`src/design/mceo_pkg.sv`:
```
// Shared types, constants and opcodes for the column elementary ops unit.
package mceo_pkg;

   localparam int unsigned DIM = 8;
   localparam int unsigned IDX_W = 3;
   localparam int unsigned ADDR_W = 6;
   localparam logic [31:0] Q_ONE = 32'h0001_0000;

   typedef enum logic [2:0] {
      OP_WRITE = 3'd0,
      OP_SWAP = 3'd1,
      OP_SCALE = 3'd2,
      OP_ADD = 3'd3,
      OP_SUB = 3'd4,
      OP_READ = 3'd5,
      OP_IDENT = 3'd6,
      OP_BAD = 3'd7
   } op_type;

   typedef enum logic [1:0] {
      ST_DONE = 2'd0,
      ST_RANGE = 2'd1,
      ST_INVALID = 2'd2
   } status_type;

   localparam logic CSR_ORDER = 1'b0;
   localparam logic CSR_TRACK = 1'b1;

   typedef struct packed {
      logic [2:0] op;
      logic [2:0] row;
      logic [2:0] target_col;
      logic [2:0] source_col;
      logic signed [15:0] multiplier;
      logic signed [31:0] entry_value;
   } req_type;

   typedef struct packed {
      logic [1:0] status;
      logic signed [31:0] matrix_value;
      logic signed [31:0] elementary_value;
   } rsp_type;

   typedef enum logic [2:0] {
      S_IDLE,
      S_READ,
      S_CALC,
      S_WRITE,
      S_RESP
   } state_type;

   // controller -> datapath
   typedef struct packed {
      logic load;      // capture request
      logic rd;        // read row pair
      logic calc;      // compute row result
      logic wr;        // write row result
      logic next_row;  // advance row counter
      logic rsp_load;  // commit single-word op
   } cmd_type;

   // datapath -> controller
   typedef struct packed {
      logic last_row;
      logic single;    // op needs no sweep
   } sts_type;

   function automatic logic signed [31:0] sat32(input logic signed [49:0] v);
      if (v > 50'sd2147483647) return 32'sh7fff_ffff;
      if (v < -50'sd2147483648) return 32'sh8000_0000;
      return v[31:0];
   endfunction

endpackage

```
`src/design/mceo_ctrl.sv`:
```
// Controller state machine sequencing the row sweep.
module mceo_ctrl import mceo_pkg::*; (
   input  logic clock,
   input  logic reset,
   input  logic req_valid,
   output logic req_ready,
   output logic rsp_valid,
   input  logic rsp_ready,
   input  sts_type sts,
   output cmd_type cmd
);

   state_type state_ff, state_in;

   always_ff @(posedge clock) begin
      if (reset) state_ff <= S_IDLE;
      else state_ff <= state_in;
   end

   always_comb begin
      state_in = state_ff;
      unique case (state_ff)
         S_IDLE: if (req_valid) state_in = S_READ;
         S_READ: state_in = sts.single ? S_RESP : S_CALC;
         S_CALC: state_in = S_WRITE;
         S_WRITE: state_in = sts.last_row ? S_RESP : S_READ;
         S_RESP: if (rsp_ready) state_in = S_IDLE;
         default: state_in = S_IDLE;
      endcase
   end

   always_comb begin
      cmd = '0;
      req_ready = 1'b0;
      rsp_valid = 1'b0;
      unique case (state_ff)
         S_IDLE: begin
            req_ready = 1'b1;
            cmd.load = req_valid;
         end
         S_READ: begin
            cmd.rd = 1'b1;
            cmd.rsp_load = sts.single;
         end
         S_CALC: cmd.calc = 1'b1;
         S_WRITE: begin
            cmd.wr = 1'b1;
            cmd.next_row = 1'b1;
         end
         S_RESP: rsp_valid = 1'b1;
         default: ;
      endcase
   end

   a_one_hs: assert property (@(posedge clock) disable iff (reset)
      !(req_ready && rsp_valid)) else $error("both channels open");
   a_resp_hold: assert property (@(posedge clock) disable iff (reset)
      rsp_valid && !rsp_ready |=> rsp_valid) else $error("response dropped");
   a_accept_start: assert property (@(posedge clock) disable iff (reset)
      req_valid && req_ready |=> state_ff == S_READ) else $error("no start");

endmodule

```
`config.mk`:
```
export PLATFORM = sky130hd
export DESIGN_NAME = mceo_ctrl
export DESIGN_NICKNAME = d
export VERILOG_FILES = /design/src/design/mceo_pkg.sv /design/src/design/mceo_ctrl.sv
export SDC_FILE = /design/constraint.sdc
export NUM_CORES = 1
export LEC_CHECK = 0
export BUFFER_PORTS_ARGS = -buffer_cell sky130_fd_sc_hd__buf_2
export CORE_AREA = 4 4 41 43
export DETAILED_ROUTE_END_ITERATION = 8
export DIE_AREA = 0 0 45 47
export PLACE_DENSITY = 0.45
export SLEW_MARGIN = 20
export SYNTH_ARGS = -nofsm -noshare
export SYNTH_HDL_FRONTEND = slang
export SYNTH_SLANG_ARGS = --single-unit
```
`constraint.sdc`:
```
create_clock -name clock -period 3 [get_ports clock]
set_clock_uncertainty 0.2 [all_clocks]
set_input_delay 0.45 -clock clock [delete_from_list [all_inputs] [get_ports clock]]
set_output_delay 0.45 -clock clock [all_outputs]
set_load 0.005 [all_outputs]
```
# Word level (Yosys, flattened, before mapping)
# Cells that the tools add are included.
dict set report totals {
  register_bits 3
  latch_bits 0
  mem_bits_rw 0
  romBits 0
  in_bits 6
  memories 0
}
dict set report op_classes {
  n_addsub 0
  n_mul 0
  div 0
  magnitude_cmp 0
  eq_ne 6
  shifts 0
  mux 12
  n_bitwise 0
  n_reduce_logical 2
}
# operator count
set op_table {}
lappend op_table {{$pmux 3 s5} 1}
lappend op_table {{$mux 3} 4}
lappend op_table {{$eq 3x2->1 const B} 2}
lappend op_table {{$mux 1} 6}
lappend op_table {{$ne 2x2->1 const B} 2}
lappend op_table {{$eq 3x1->1 const B} 1}
lappend op_table {{$eq 3x3->1 const B} 1}
lappend op_table {{$logic_not 3->1} 1}
lappend op_table {{$mux 2} 1}
lappend op_table {{$reduce_and 2->1} 1}

# Depth between registers and ports, before layout
# Gate-level depths: netlist (run 1).
dict set report depth {
  word_depth 3
  depth_mapped 3
}

# Worst setup path after synthesis (run 1)
# No wires, ideal clock.
dict set report synth_timing {
  kind {reg-to-output}
  from {register state_ff[0]}
  to {output port cmd[0] (netlist bit)}
  arrival_time_ns 0.837
  slack_ns 1.513
  path_stages_with_launch 3
  n_path_buf 0
  cell_sequence {dfxtp_1 > nor3b_1 > and2_1}
}
# item line
set synth_rtl {}
lappend synth_rtl {{start: declaration} mceo_ctrl.sv:13} ;# state_type state_ff, state_in;
lappend synth_rtl {{start signal: assignment} mceo_ctrl.sv:17} ;# else state_ff <= state_in;
lappend synth_rtl {{end: declaration} mceo_ctrl.sv:10} ;# output cmd_type cmd

==> summary.md, run 1 <==
| Metric | Value |
|---|---|
| Worst reg2reg path depth | `2` |
| CTS buffer count | `3` |
| Area after DPL | `~270 um^2` |
| Placer Congestion | `0.6592` |
| WHS | `between 0.2 and 0.25 ns` |
| Design Area, Final | `roughly 300 um^2` |
| Top-area cell type share of the netlist area | `28.92%` |
| Yosys cell types | `15` |
| Initial antenna violation count | `0` |
| Setup violations, final | `0` |
| Antenna cells | `0` |
| Total track usage | `5.288%` |
| RR Startpoint | `state_ff[1]` |
| WP data required | `2.35 ns` |
| Slew Limit Fails | `0` |
| Fmax | `0.5486 GHz` |
| Cell area after synthesis | `207.7 um^2` |
| Aggregate routed wire length | `491 um` |
| Yosys reg bits | `3` |
| Post-layout minimum cycle time | `1.823 ns` |
| Post-CTS setup-driven buffer insertion count | `0` |
| Drt first pass iters | `1` |
| Clk Latency, worst-skew pair | `0.23 ns` |
| DR vias | `197` |
| Chip Width | `roughly 45 um` |
| Initial Utilization | `15.96%` |
| Avg Inst Size Synth | `approximately 9.4 um^2` |
| Clk sinks | `3` |
| Seq/Total Area, Yosys | `between 20 and 30%` |
| Clk slew on worst S/H paths | `0.04 ns` |
| Worst min path class | `in -> reg` |
| Die ar. | `0.002115 mm^2` |
| PwrDens | `around 490 mW/mm^2` |
| WP data arrival | `1.17 ns` |
| Fin crit share | `between 60% and 70%` |
| Synth area leader | `dfxtp_1` |
| Post-Synthesis Cells | `22` |
| Post-cts resize count | `0` |
| Port buffer count | `13` |
| CTS tree | `built` |
| Crit Path Class | `reg -> out` |
| Rows | `13` |
| Clock buffer depth | `2` |
| Vias in the first global route | `196` |
| Synth Warn # | `0` |
| Die Span Y | `47 um` |
| Largest registers | `state_ff x3` |
| Reg2reg end | `state_ff[2]` |
| Cts hold-fix bufs | `0` |
| Status | `finished, final reports clean` |
| Flop2flop setup slack | `1.64 ns` |
| CTS root buffer | `clkbuf_4` |
| Max reg flops | `3` |
| First-pass GRT wire length | `738 um` |
| Area delta synth->final | `43.98%` |
| CP Max Fanout | `9` |
| Nets@finish | `44` |
| Area of the core | `0.001301 mm^2` |
| Critical path launch point type | `flip-flop` |
| DRC | `0` |
| Setup tns final | `0 ns` |
| Post-layout power | `around 0.15 mW` |
| Hold Vio Cnt, Final | `0` |
| Static Leakage | `approximately 0.14 nW` |
| Grt total ovfl | `0` |
| Number of DRC markers in iteration 0 | `0` |
| Max Cap Viol | `0` |
| Biggest register | `state_ff` |
| Post-route antenna net violation count | `0` |
| Worst setup path end | `cmd[0]` |
| Worst slew pin tran | `0.2874 ns` |
| Crit end category | `primary output` |
| Ports | `14` |
| Synth area leaders | `dfxtp_1 29%, nor3b_1 14%, a211oi_2 6.0%` |
| Relative slew slack | `80.82%` |
| Wirelength per Cell | `9.442 um` |
| Largest net degree at the start of global routing | `11` |
| # H-tree levels | `1` |
| Detail-routed via count per cell | `3.788` |
| RSZ-0062 raised after global routing | `false` |
| Post-synth net total | `28` |
| Hpwl dp | `370.8 um` |
| Share of cells above drive strength 1 | `between 40% and 50%` |
| Critical Path Source | `state_ff[0]` |
| Peak VDD IR | `slightly above 0.0001 V` |
## per-stage QoR
| stage | util, % | setup WS [ns] | cells |
|---|---|---|---|
| after floorplan | - | 1.513 | 22 |
| after global placement | 20.96 | 1.411 | 48 |
| after detailed placement | 20.96 | 1.416 | 48 |
| after CTS | 22.98 | 1.162 | 52 |
| after global routing | 22.98 | 1.034 | 52 |
| final | 22.98 | 1.177 | 52 |
## synth_stat cells, drive strengths merged
cell type / n
mux2: 1
and3b: 1
nor3b: 4
nor2: 1
o21bai: 1
nor3: 1
a211oi: 2
and2: 2
dfxtp: 3
buf: 2
nand2b: 2
or3b: 1
a22o: 1
## report_power, final
group	leakage, nW	switching (mW)	internal, mW
sequential	0.0246	0.00558	0.0429
clock	0.0150	0.0208	0.0498
combinational	0.0996	0.0102	0.0160
## final cells by class
class / instances / area [um^2]
clock buffers: 4 / 26.28
fillers: 155 / 1002
multi-input cells: 17 / 128.9
flip-flops and latches: 3 / 60.06
well taps: 15 / 18.77
repair buffers: 13 / 65.06
## cell usage in the layout (no fill, tap or decap), types with 2 or more instances in the layout
cell type	synthesis	final
dfxtp_1	3	3
and2_1	2	2
clkbuf_4	0	3
nand2b_1	2	2
nor3b_1	4	4
buf_2	0	13
## routing by layer
layer	share of wire (%)	GRT usage, %
met1	39	4.989
met2	55	8.475
met3	5.3	1.149
met4	0	7.018
met5	0	0
## worst max-delay path, cell delays in order (launching register included)
cell and delay, ns:
dfxtp_1 0.44, nor3b_1 0.25, and2_1 0.15, buf_2 0.10
## kinds of logic (layout without fill, tap and decap cells)
family | after synthesis | in the layout | synth area share [%]
buffers and inverters | 2 | 17 | 9.037
AO/OA/AOI/OAI | 4 | 4 | 17.47
flip-flops | 3 | 3 | 28.92
multiplexers | 1 | 1 | 5.421
AND/OR/NAND/NOR | 12 | 12 | 39.15
## worst min-delay path by stage
stage | startpoint | end | cells past startpoint
4_1_cts | reset | state_ff[1] | 2
3_5_place_dp | state_ff[2] | state_ff[1] | 1
6_report | reset | state_ff[1] | 2
2_1_floorplan | state_ff[2] | state_ff[1] | 1
3_3_place_gp | state_ff[2] | state_ff[1] | 1
5_1_grt | reset | state_ff[1] | 2
Note: power is estimated with default switching activity, not from simulation.
==> run 2, diff against run 1 <==
- ABC_AREA: unset -> 1
- PLACE_DENSITY: 0.45 -> 0.47
- clock period: 3 -> 1.45 ns (I/O delays scaled with it)
==> run 2 against run 1 <==
Synthesized cell count is 45% higher. Die area is the same. First-iteration DRC count increased by 7.
==> summary.md, run 2 <==
| Metric | Value |
|---|---|
| Status | `finished, final reports clean` |
| Worst min path class | `in -> reg` |
| Largest registers | `state_ff x3` |
| Post-synthesis async set-or-reset flop share | `0%` |
| Worst reg2reg path depth | `5` |
| Chip Width | `about 45 um` |
| Met2 GRT Util | `9.322%` |
| Cell area after synthesis | `between 200 and 250 um^2` |
| Critical path launch point type | `flip-flop` |
| Grt total ovfl | `0` |
| Total track usage | `under 10%` |
| Commonest non-fill, non-tap cell in the layout | `buf_2` |
| Hold Vio Cnt, Final | `0` |
| Rows | `13` |
| Post-route antenna net violation count | `0` |
| Crit Path Class | `reg -> out` |
| Commonest non-fill, non-tap cells in the layout | `13 x buf_2, 6 x inv_1, 4 x nor3_2` |
| First-pass GRT wire length | `890 um` |
| Nets@finish | `between 50 and 60` |
| Wirelength per Cell | `around 9.3 um` |
| Initial Utilization | `16.15%` |
| PwrDens | `between 900 and 1000 mW/mm^2` |
| Fmax | `0.7164 GHz` |
| Yosys reg bits | `3` |
| Peak VDD IR | `roughly 0.00032 V` |
| CP Max Fanout | `8` |
| Detail-routed via count per cell | `4.143` |
| Biggest register | `state_ff` |
| Die Span Y | `around 47 um` |
| Min-Delay Path Depth | `4` |
| Static Leakage | `between 0.15 and 0.2 nW` |
| Setup WS pre-CTS | `0.1020 ns` |
| Crit end category | `primary output` |
| # H-tree levels | `1` |
| Worst slew pin tran | `around 0.18 ns` |
| Post-synth net total | `38` |
| Count leader, synth | `inv_1` |
| DRC | `0` |
| CTS tree | `built` |
| Fin crit share | `96.27%` |
| M3 GR Usage | `2.682%` |
| Post-layout minimum cycle time | `1.396 ns` |
| Number of DRC markers in iteration 0 | `7` |
| Aggregate routed wire length | `around 600 um` |
| Area delta synth->final | `65.48%` |
| Antenna cells | `0` |
| Clk slew on worst S/H paths | `about 0.04 ns` |
| M1 GR Usage | `slightly above 6%` |
| Synth Warn # | `0` |
| Commonest cells post-synth | `7 x inv_1, 3 x dfxtp_1, 3 x nand4_1, 3 x nor3_1` |
| Placer Congestion | `0.7549` |
| Largest net degree at the start of global routing | `9` |
| Core Util, Final | `26.73%` |
| WP data arrival | `0.98 ns` |
| Post-Synthesis Cells | `32` |
| Max reg flops | `3` |
| Share of cells above drive strength 1 | `58.33%` |
| Avg Inst Size Synth | `about 6.6 um^2` |
| Max Cap Viol | `0` |
| Slew Limit Fails | `0` |
| Clk sinks | `3` |
| Relative slew slack | `87.80%` |
| Setup violations, final | `0` |
| Port buffer count | `13` |
| Vias in the first global route | `~240` |
| Flop2flop setup slack | `between 0.3 and 0.4 ns` |
| Synth area leaders | `dfxtp_1 29%, inv_1 13%, nor3_2 9.5%` |
| Worst setup margin | `0.05413 ns` |
| Drt first pass iters | `4` |
| Clk Latency, worst-skew pair | `about 0.23 ns` |
| Synth Flop Type | `dfxtp_1` |
| DR vias | `between 200 and 300` |
| RSZ-0062 raised after global routing | `true` |
| Area of the core | `roughly 0.0013 mm^2` |
| Clock buffer depth | `2` |
| Synth area leader | `dfxtp_1` |
| Yosys cell types | `15` |
| CTS buffer count | `3` |
| WP data required | `1.03 ns` |
| Top-area cell type share of the netlist area | `28.57%` |
| Seq/Total Area, Yosys | `28.57%` |
| Most used routing layer | `met2` |
| Initial antenna violation count | `0` |
| CTS root buffer | `clkbuf_4` |
| Ports | `14` |
| Die ar. | `roughly 0.0021 mm^2` |
| Hpwl dp | `444.6 um` |
| EDFF count, synth | `0` |
==> run 2: final timing paths <==
check,start,end
setup / recovery,state_ff[0],cmd[5]
hold / removal,sts[1],state_ff[0]
setup reg to reg,state_ff[1],state_ff[2]
hold reg to reg,state_ff[2],state_ff[0]
==> run 2: cell type report <==
type	instances	area (um^2)
well taps	15	18.77
flip-flops and latches	3	71.32
multi-input cells	17	112.6
inverters	9	36.28
clock buffers	4	26.28
repair buffers	15	82.58
fillers	167	953.4
==> run 2: layer usage <==
layer / part of all wire (%) / up-vias
met5: 0 / -
met4: 0.68 / 0
met3: 11 / 2
met2: 50 / 9
met1: 38 / 116
li1: - / 134
==> run 2: what timing repair did <==
action                                  CTS  global route
cloned                                    0             0
pin swaps                                 0             3
buffers inserted                          0             1
gates resized for setup                   6             5
endpoints found under the hold margin     2             0
endpoints found under the setup margin    7             7
hold buffers                              1             0
==> run 2: report_power, final <==
group | total [mW] | internal [mW] | switching, mW
Sequential | 0.109 | 0.0907 | 0.0179
Combinational | 0.0812 | 0.0409 | 0.0402
Clock | 0.146 | 0.103 | 0.0430
Total | 0.336 | 0.235 | 0.101
==> run 2: through the flow <==
step	TNS [ns]	hold slack (ns)	cell area, um^2	std cells	power [mW]
2_1_floorplan	0	0.08907	210.2	32	0.1508
3_3_place_gp	0	0.2120	274.0	57	0.1790
3_5_place_dp	0	0.2124	274.0	57	0.1784
4_1_cts	0	0.08536	327.8	62	0.3366
5_1_grt	-0.00005818	0.1262	347.8	63	0.3586
6_report	0	0.09893	347.8	63	0.3359
==> run 2: kinds of logic after synthesis <==
kind of cell    synth area share (%)
compound gates                 7.735
simple gates                   38.10
buf+inv                        25.59
flops                          28.57
==> run 2: critical path: stages, from the launching register on <==
cell	delay [ns]
dfxtp_4	0.36
nor4_2	0.23
buf_2	0.15
==> run 3, diff against run 2 <==
- CORE_AREA: 4 4 41 43 -> 5 5 42 44
- DIE_AREA: 0 0 45 47 -> 0 0 47 49
==> run 3 against run 2 <==
Sequential power about the same. Combinational power decreased by 2%. First-iteration DRC count decreased by 71%. Total power about the same. Clock-buffer cell count unchanged. Hold slack got worse by 0.012 ns. Maximum frequency decreased by 1.2%. Largest cell class unchanged.
==> summary.md, run 3 (synthesis gave the netlist of run 2 again) <==
| Metric | Value |
|---|---|
| # H-tree levels | `1` |
| Commonest non-fill, non-tap cell in the layout | `buf_2` |
| Biggest register | `state_ff` |
| Worst min path class | `in -> reg` |
| Crit end category | `primary output` |
| RR Startpoint | `state_ff[2]` |
| Share of cells above drive strength 1 | `between 50% and 60%` |
| Critical Path Source | `state_ff[2]` |
| Drt first pass iters | `2` |
| Sw power | `0.1016 mW` |
| Buf/Inv on CP | `1` |
| Aggregate routed wire length | `572 um` |
| Core Util, Final | `24.64%` |
| WP data required | `around 1.0 ns` |
| Placed insts | `58` |
| Nets@finish | `54` |
| Combinational Power Share | `23.6%` |
| Design Area, Final | `345.3 um^2` |
| Slew Limit Fails | `0` |
| Post-layout power | `0.3359 mW` |
| Post-layout minimum cycle time | `~1.4 ns` |
| Clk sinks | `3` |
| Flop2flop setup slack | `0.38 ns` |
| Hpwl dp | `460 um` |
| First-pass GRT wire length | `779 um` |
| Area of the core | `0.001401 mm^2` |
| Port buffer count | `13` |
| Largest net degree at the start of global routing | `9` |
| Delay of the slowest critical-path stage | `~0.37 ns` |
| DRC | `0` |
| Clock buffer depth | `2` |
| Chip Width | `between 40 and 50 um` |
| Critical Path, Cell by Cell | `nor4_4 > buf_2` |
| Wirelength per Cell | `between 9 and 10 um` |
| DR vias | `roughly 250` |
| Area delta synth->final | `64.29%` |
| Detail-routed via count per cell | `4.000` |
| Die Span Y | `49 um` |
| PwrDens | `972.8 mW/mm^2` |
| Max reg flops | `3` |
| CTS buffer count | `3` |
| Setup violations, final | `0` |
| Clk slew on worst S/H paths | `0.04 ns` |
| Post-Layout Cell Count | `63` |
| Static Leakage | `about 0.19 nW` |
| CTS tree | `built` |
| Area after DPL | `between 200 and 300 um^2` |
| Peak VDD IR | `0.0002637 V` |
| Post-CTS setup-driven buffer insertion count | `0` |
| Initial antenna violation count | `0` |
| Hold Vio Cnt, Final | `0` |
| CP Max Fanout | `8` |
| Clk Latency, worst-skew pair | `0.23 ns` |
| Die ar. | `between 0.002 and 0.0025 mm^2` |
| Clock share of power | `43.3%` |
| Rows | `14` |
| Largest registers | `state_ff x3` |
| Crit Path Class | `reg -> out` |
| CP top delay family | `flip-flops` |
| Setup tns final | `0 ns` |
| Worst slew pin tran | `0.1735 ns` |
| Initial Utilization | `15.00%` |
| Pint | `0.2343 mW` |
| Number of DRC markers in iteration 0 | `2` |
| Flop pwr share | `33.1%` |
| Antenna cells | `0` |
| Net Sw Frac | `around 30%` |
| Commonest non-fill, non-tap cells in the layout | `13 x buf_2, 7 x inv_1` |
| Critical path launch point type | `flip-flop` |
| Placer Congestion | `0.7420` |
| Vias in the first global route | `207` |
| Ports | `14` |
| Startpoint of the worst hold path | `sts[1]` |
| CTS root buffer | `clkbuf_4` |
| Worst path slowest cell | `dfxtp_4` |
| Relative slew slack | `88.37%` |
| Grt total ovfl | `0` |
| RSZ-0062 raised after global routing | `true` |
| Status | `finished, final reports clean` |
| WP data arrival | `1.00 ns` |
| Post-route antenna net violation count | `0` |
| Total track usage | `under 10%` |
| Fin crit share | `97.46%` |
| Max Cap Viol | `0` |
| Fmax | `0.7076 GHz` |
## run 3: metal layers
| layer | vias up | GRT usage (%) | routed length [um] |
|---|---|---|---|
| met3 | 0 | 2.583 | 76 |
| met1 | 111 | 5.263 | 242 |
| met5 | - | 0 | 0 |
| met2 | 9 | 6.787 | 253 |
| li1 | 132 | - | - |
| met4 | 0 | 4.147 | 0 |
## run 3: layout make-up
type                            count  area [um^2]
Fill cell                         167         1056
Inverter                            9        36.28
Tap cell                           16        20.02
Timing Repair Buffer               14        75.07
Sequential cell                     3        71.32
Multi-Input combinational cell     17        116.4
Clock buffer                        4        26.28
## run 3: final timing paths
path / to / depth (start not counted)
min reg2reg: state_ff[0] / 3
max reg2reg: state_ff[2] / 5
max: cmd[5] / 2
min: state_ff[0] / 4
## run 3: per-stage QoR
stage / setup slack [ns] / hold slack [ns]
after detailed placement: 0.09947 / 0.2105
final: 0.03686 / 0.08647
after global placement: 0.1503 / 0.2117
after floorplan: 0.1485 / 0.08907
after global routing: -0.02211 / 0.1310
after CTS: 0.001980 / 0.08203
## run 3: power by group through the flow
stage	Sequential, mW	Clock (mW)	Combinational, mW
after detailed placement	0.107	0	0.0712
after global placement	0.107	0	0.0723
after CTS	0.108	0.153	0.0751
after global routing	0.114	0.157	0.0881
final	0.111	0.145	0.0793
after floorplan	0.0955	0	0.0552
## run 3: tightest hold or removal path, stage by stage
cell,delay [ns]
buf_2,0.09
o21ai_0,0.07
nand2_1,0.07
nor2_1,0.03
## run 3: repair_timing
item                       in CTS  in global routing
hold buffers                    1                  0
hold endpoints to repair        2                  0
setup endpoints to repair       7                  6
pin swaps                       0                  0
resized for setup               4                  6
